$ cat config.mk
export PLATFORM = sky130hd
export DESIGN_NAME = rvm_cell
export DESIGN_NICKNAME = d
export VERILOG_FILES = /design/src/rvm_pkg.sv /design/src/rvm_cell.sv
export SDC_FILE = /design/constraint.sdc
export NUM_CORES = 2
export LEC_CHECK = 0
export BUFFER_PORTS_ARGS = -buffer_cell sky130_fd_sc_hd__buf_2
export CELL_PAD_IN_SITES_DETAIL_PLACEMENT = 1
export CELL_PAD_IN_SITES_GLOBAL_PLACEMENT = 1
export CORE_ASPECT_RATIO = 1.2
export CORE_MARGIN = 3
export CORE_UTILIZATION = 45
export CTS_BUF_LIST = sky130_fd_sc_hd__clkbuf_8
export DETAILED_ROUTE_END_ITERATION = 8
export PLACE_DENSITY_LB_ADDON = 0.1
export REMOVE_ABC_BUFFERS = 1
export SLEW_MARGIN = 30
export SYNTH_ARGS = -nofsm -noshare
export SYNTH_HDL_FRONTEND = slang
export SYNTH_SLANG_ARGS = --single-unit
$ cat constraint.sdc
create_clock -name clk -period 22.1 [get_ports clk]
set_input_delay 4.42 -clock clk [delete_from_list [all_inputs] [get_ports clk]]
set_output_delay 4.42 -clock clk [all_outputs]
set_load 0.01 [all_outputs]
$ cat src/rvm_pkg.sv
// Shared constants, operation codes and cell control types for the row-vector matrix multiply.
package rvm_pkg;

  // Matrix order: B is N by N, the A row holds N elements.
  localparam int N = 8;
  localparam int IDX_W = $clog2(N);

  // Fixed field widths of the channel words.
  localparam int OP_W   = 2;
  localparam int FIDX_W = 3;
  localparam int DATA_W = 32;

  typedef enum logic [OP_W-1:0] {
    OP_LOAD_B  = 2'd0,
    OP_LOAD_A  = 2'd1,
    OP_COMPUTE = 2'd2
  } op_t;

  // Broadcast control for every cell of the chain.
  typedef struct packed {
    logic             mul_en;  // multiply data by entry addr
    logic             first;   // first term of a dot product: restart the sum
    logic             shift;   // move sums one cell toward the output
    logic [IDX_W-1:0] addr;    // B row: write address on loads, read address on MACs
  } cell_ctrl_t;

endpackage

$ cat src/rvm_cell.sv
// One column cell: holds a column of B, a multiplier, an accumulator and a shift stage.
module rvm_cell
  import rvm_pkg::*;
(
  input  logic              clk,
  input  logic              rst_n,
  input  cell_ctrl_t        ctrl,
  input  logic              we,
  input  logic [DATA_W-1:0] data,
  input  logic [DATA_W-1:0] shift_in,
  output logic [DATA_W-1:0] acc_out
);

  logic [DATA_W-1:0] b_col_r [N];
  logic [DATA_W-1:0] b_rd;
  logic [DATA_W-1:0] prod_r;
  logic [DATA_W-1:0] prod_nxt;
  logic [DATA_W-1:0] acc_r;
  logic              mac_vld_r;
  logic              first_r;

  assign b_rd     = b_col_r[ctrl.addr];
  // keep the low word only: the sum wraps modulo 2^32
  assign prod_nxt = data * b_rd;
  assign acc_out  = acc_r;

  always_ff @(posedge clk) begin
    if (we) begin
      b_col_r[ctrl.addr] <= data;
    end
  end

  always_ff @(posedge clk) begin
    prod_r <= prod_nxt;
  end

  always_ff @(posedge clk) begin
    if (!rst_n) begin
      mac_vld_r <= 1'b0;
      first_r   <= 1'b0;
    end else begin
      mac_vld_r <= ctrl.mul_en;
      first_r   <= ctrl.first;
    end
  end

  always_ff @(posedge clk) begin
    if (mac_vld_r) begin
      acc_r <= first_r ? prod_r : acc_r + prod_r;
    end else if (ctrl.shift) begin
      acc_r <= shift_in;
    end
  end

endmodule

==> results.json <==
{
  "synth_seq_area_share_pct": 31.8,
  "avgSynthCellArea_um2": 11.0,
  "period_share_pct": 58.7,
  "worst_hold_path_type": "reg2reg",
  "max-slew-margin-rel_pct": 34.0,
  "cpLargestDelayFamily": "adder cells",
  "cts_setup_buffers": 0,
  "synth_area_leaders": "sky130_fd_sc_hd__edfxtp_1 (29%), sky130_fd_sc_hd__fa_1 (28%), sky130_fd_sc_hd__ha_1 (6.6%)",
  "fillers": 6901,
  "start_util_pct": 45.9,
  "route.vias.total": 19700,
  "dieWidth_um": 239,
  "gr-total-overflow": 0,
  "core_footprint_um2": 63900,
  "min_from": "prod_r[30]$_DFF_P_",
  "cts_tree": "yes",
  "cts_root_buf": "sky130_fd_sc_hd__clkbuf_8",
  "cp_max_fo": 32,
  "start_kind": "input port",
  "finalMaxSlewViolations": 0,
  "synth_ff_type": "sky130_fd_sc_hd__edfxtp_1",
  "syn_inst": 2671,
  "hold_end": "acc_out[30]$_DFFE_PP_",
  "place_area_um2": 30700,
  "postCtsResizedCells": 0,
  "clock_pin_slew_of_the_registers_on_the_worst_case_setup_and_hold_paths_ns": 0.06,
  "r2r_start": "b_col_r[3][5]$_DFFE_PP_",
  "highest-signal-layer": "met4",
  "yosys.area.top_type": "sky130_fd_sc_hd__edfxtp_1",
  "netlist.area_leader.share_pct": 29.5,
  "number_of_buffers_between_clock_root_and_the_deepest_sink": 3,
  "grt_setup_unrepaired": "false",
  "max_clock_freq_ghz": 0.0771,
  "period_minus_slack_ns": 12.98,
  "critical_path.endpoint_type": "register",
  "max-cap-violations": 0,
  "outcome": "finished clean",
  "number_of_global_route_vias_before_repair": 22500,
  "hold_viol_final": 0,
  "finalWeightedCongestion": 0.846,
  "timing.final.setup_violations": 0,
  "design.final.nets": 3384,
  "layout_common_cells": "sky130_fd_sc_hd__inv_1 (428), sky130_fd_sc_hd__fa_1 (409), sky130_fd_sc_hd__nand2_1 (298)",
  "post-place-ws_ns": 8.36,
  "detail_route.vias_per_cell": 5.44,
  "cp.required_ns": 22.66,
  "path_buf_inv": 11,
  "setup_slack_ns": 9.12,
  "grt_start_max_net_pins": 56,
  "path_common_cell": "sky130_fd_sc_hd__fa_1",
  "timing.critical_path.slowest_cell_delay_ns": 0.55,
  "worstReg2RegEnd": "prod_r[30]$_DFF_P_",
  "drt_wl_cell_um": 22.7,
  "cts.hold.buffers_added": 0,
  "count_of_routing_violations_after_the_opening_detailed_route_iteration": 949,
  "synthesis.area_um2": 29300,
  "cts_sinks": 322,
  "crit_path_top_delay_cell": "sky130_fd_sc_hd__buf_4",
  "timing.clock.skew_ns": 0.0587,
  "detail_route.drc_violations": 0,
  "final_common_cell": "sky130_fd_sc_hd__inv_1",
  "wl_met2_um": 43400,
  "route.final.wire_length_um": 82000,
  "io_buffers": 104,
  "worstHoldPathCells": 1,
  "numCtsBuffers": 55,
  "ys_types": 69,
  "clkLatencyLatePin_ns": 0.69,
  "tightestPinTransition_ns": 0.991,
  "half_perimeter_wire_length_after_placement_um": 59700,
  "synth_enable_flop_cells": 288,
  "first_pass_grt_wire_length_um": 128000,
  "critPathKind": "in2reg",
  "firstDrtPassIters": 5,
  "critPathArrivalTime_ns": 13.54,
  "wl_met3_um": 3290,
  "die_h_um": 286,
  "yosys_register_bits": 322,
  "grt_use_total_pct": 24.6,
  "rows": 101,
  "synthToLayoutAreaGrowth_pct": 8.25,
  "cts_max_level": 2,
  "totalNegativeSetupSlack_ns": 0,
  "antenna_violations_before_repair": 3,
  "die_area_um2": 68300,
  "antenna_violating_nets_post_route": 0,
  "ys_async_sr_fraction_pct": 0,
  "r2r_cells": 26,
  "layout-drive-gt1-share_pct": 10.1,
  "layout.cell_area.non_filler_um2": 31800,
  "wl_met1_um": 32600,
  "rrSetupSlack_ns": 13.92,
  "yosys_warns": 0,
  "ios": 105
}
[metal layers]
metal / vias up / global-route usage (%)
li1: 8768 / -
met1: 10400 / 29.7
met2: 409 / 45.3
met3: 124 / 2.96
met4: 0 / 8.14
met5: - / 0
[layout make-up]
type	instances	area [µm²]	area share [%]
clock buffers	55	757	2.38
flip-flops and latches	322	9330	29.4
clock inverters	41	240	0.757
diodes	2	5.00	0.0158
repair buffers	154	908	2.86
well taps	824	1030	3.25
inverters	411	1540	4.86
multi-input cells	1804	17900	56.5
[synthesized netlist by cell type, types with 24 or more instances]
cell type                  instances
sky130_fd_sc_hd__a21o_1           28
sky130_fd_sc_hd__clkbuf_1         99
sky130_fd_sc_hd__dfxtp_1          34
sky130_fd_sc_hd__a21oi_1          91
sky130_fd_sc_hd__o21ai_0          45
sky130_fd_sc_hd__mux2i_1          47
sky130_fd_sc_hd__and2_1          271
sky130_fd_sc_hd__nor2b_1          25
sky130_fd_sc_hd__nand2_1         298
sky130_fd_sc_hd__a22oi_1          29
sky130_fd_sc_hd__edfxtp_1        288
sky130_fd_sc_hd__inv_1           409
sky130_fd_sc_hd__fa_1            409
sky130_fd_sc_hd__nor2_1           64
sky130_fd_sc_hd__xor2_1           24
sky130_fd_sc_hd__ha_1            154
sky130_fd_sc_hd__xnor2_1          82
[per-stage QoR]
step / instances / hold slack (ns) / utilization, %
6_report: 3613 / 0.591 / 49.7
5_1_grt: 3612 / 0.614 / 49.7
4_1_cts: 3611 / 0.596 / 49.6
3_5_place_dp: 3515 / 0.581 / 48.1
3_3_place_gp: 3514 / 0.557 / 48.0
2_1_floorplan: 2537 / 0.539 / -
[sequential cells by signal, summed over array words and instances (netlist names)]
name / flops
acc_out: 32
b_col_r: 256
first_r: 1
mac_vld_r: 1
prod_r: 32
[worst max path at each step]
stage | slack, ns | to | cells after the start | from
2_1_floorplan | 9.62 | prod_r[31]$_DFF_P_ | 27 | ctrl[2]
3_3_place_gp | 8.48 | prod_r[31]$_DFF_P_ | 33 | ctrl[1]
3_5_place_dp | 8.36 | prod_r[30]$_DFF_P_ | 32 | ctrl[1]
4_1_cts | 9.10 | prod_r[30]$_DFF_P_ | 32 | ctrl[1]
5_1_grt | 8.65 | prod_r[31]$_DFF_P_ | 31 | ctrl[1]
6_report | 9.12 | prod_r[30]$_DFF_P_ | 32 | ctrl[1]
[cells by family (layout without fill, tap and decap cells)]
group | after synthesis | in the layout | share of synthesized area, %
other cells | 0 | 2 | 0
mux | 92 | 92 | 3.45
flops | 322 | 322 | 31.8
compound gates | 316 | 316 | 7.25
xor+xnor | 109 | 109 | 3.37
fa+ha+maj | 563 | 563 | 34.5
simple gates | 724 | 724 | 12.3
buf+inv | 545 | 661 | 7.34
Power is not shown: default switching activity piles up to over one toggle a cycle in this logic, so the estimate is an artifact.
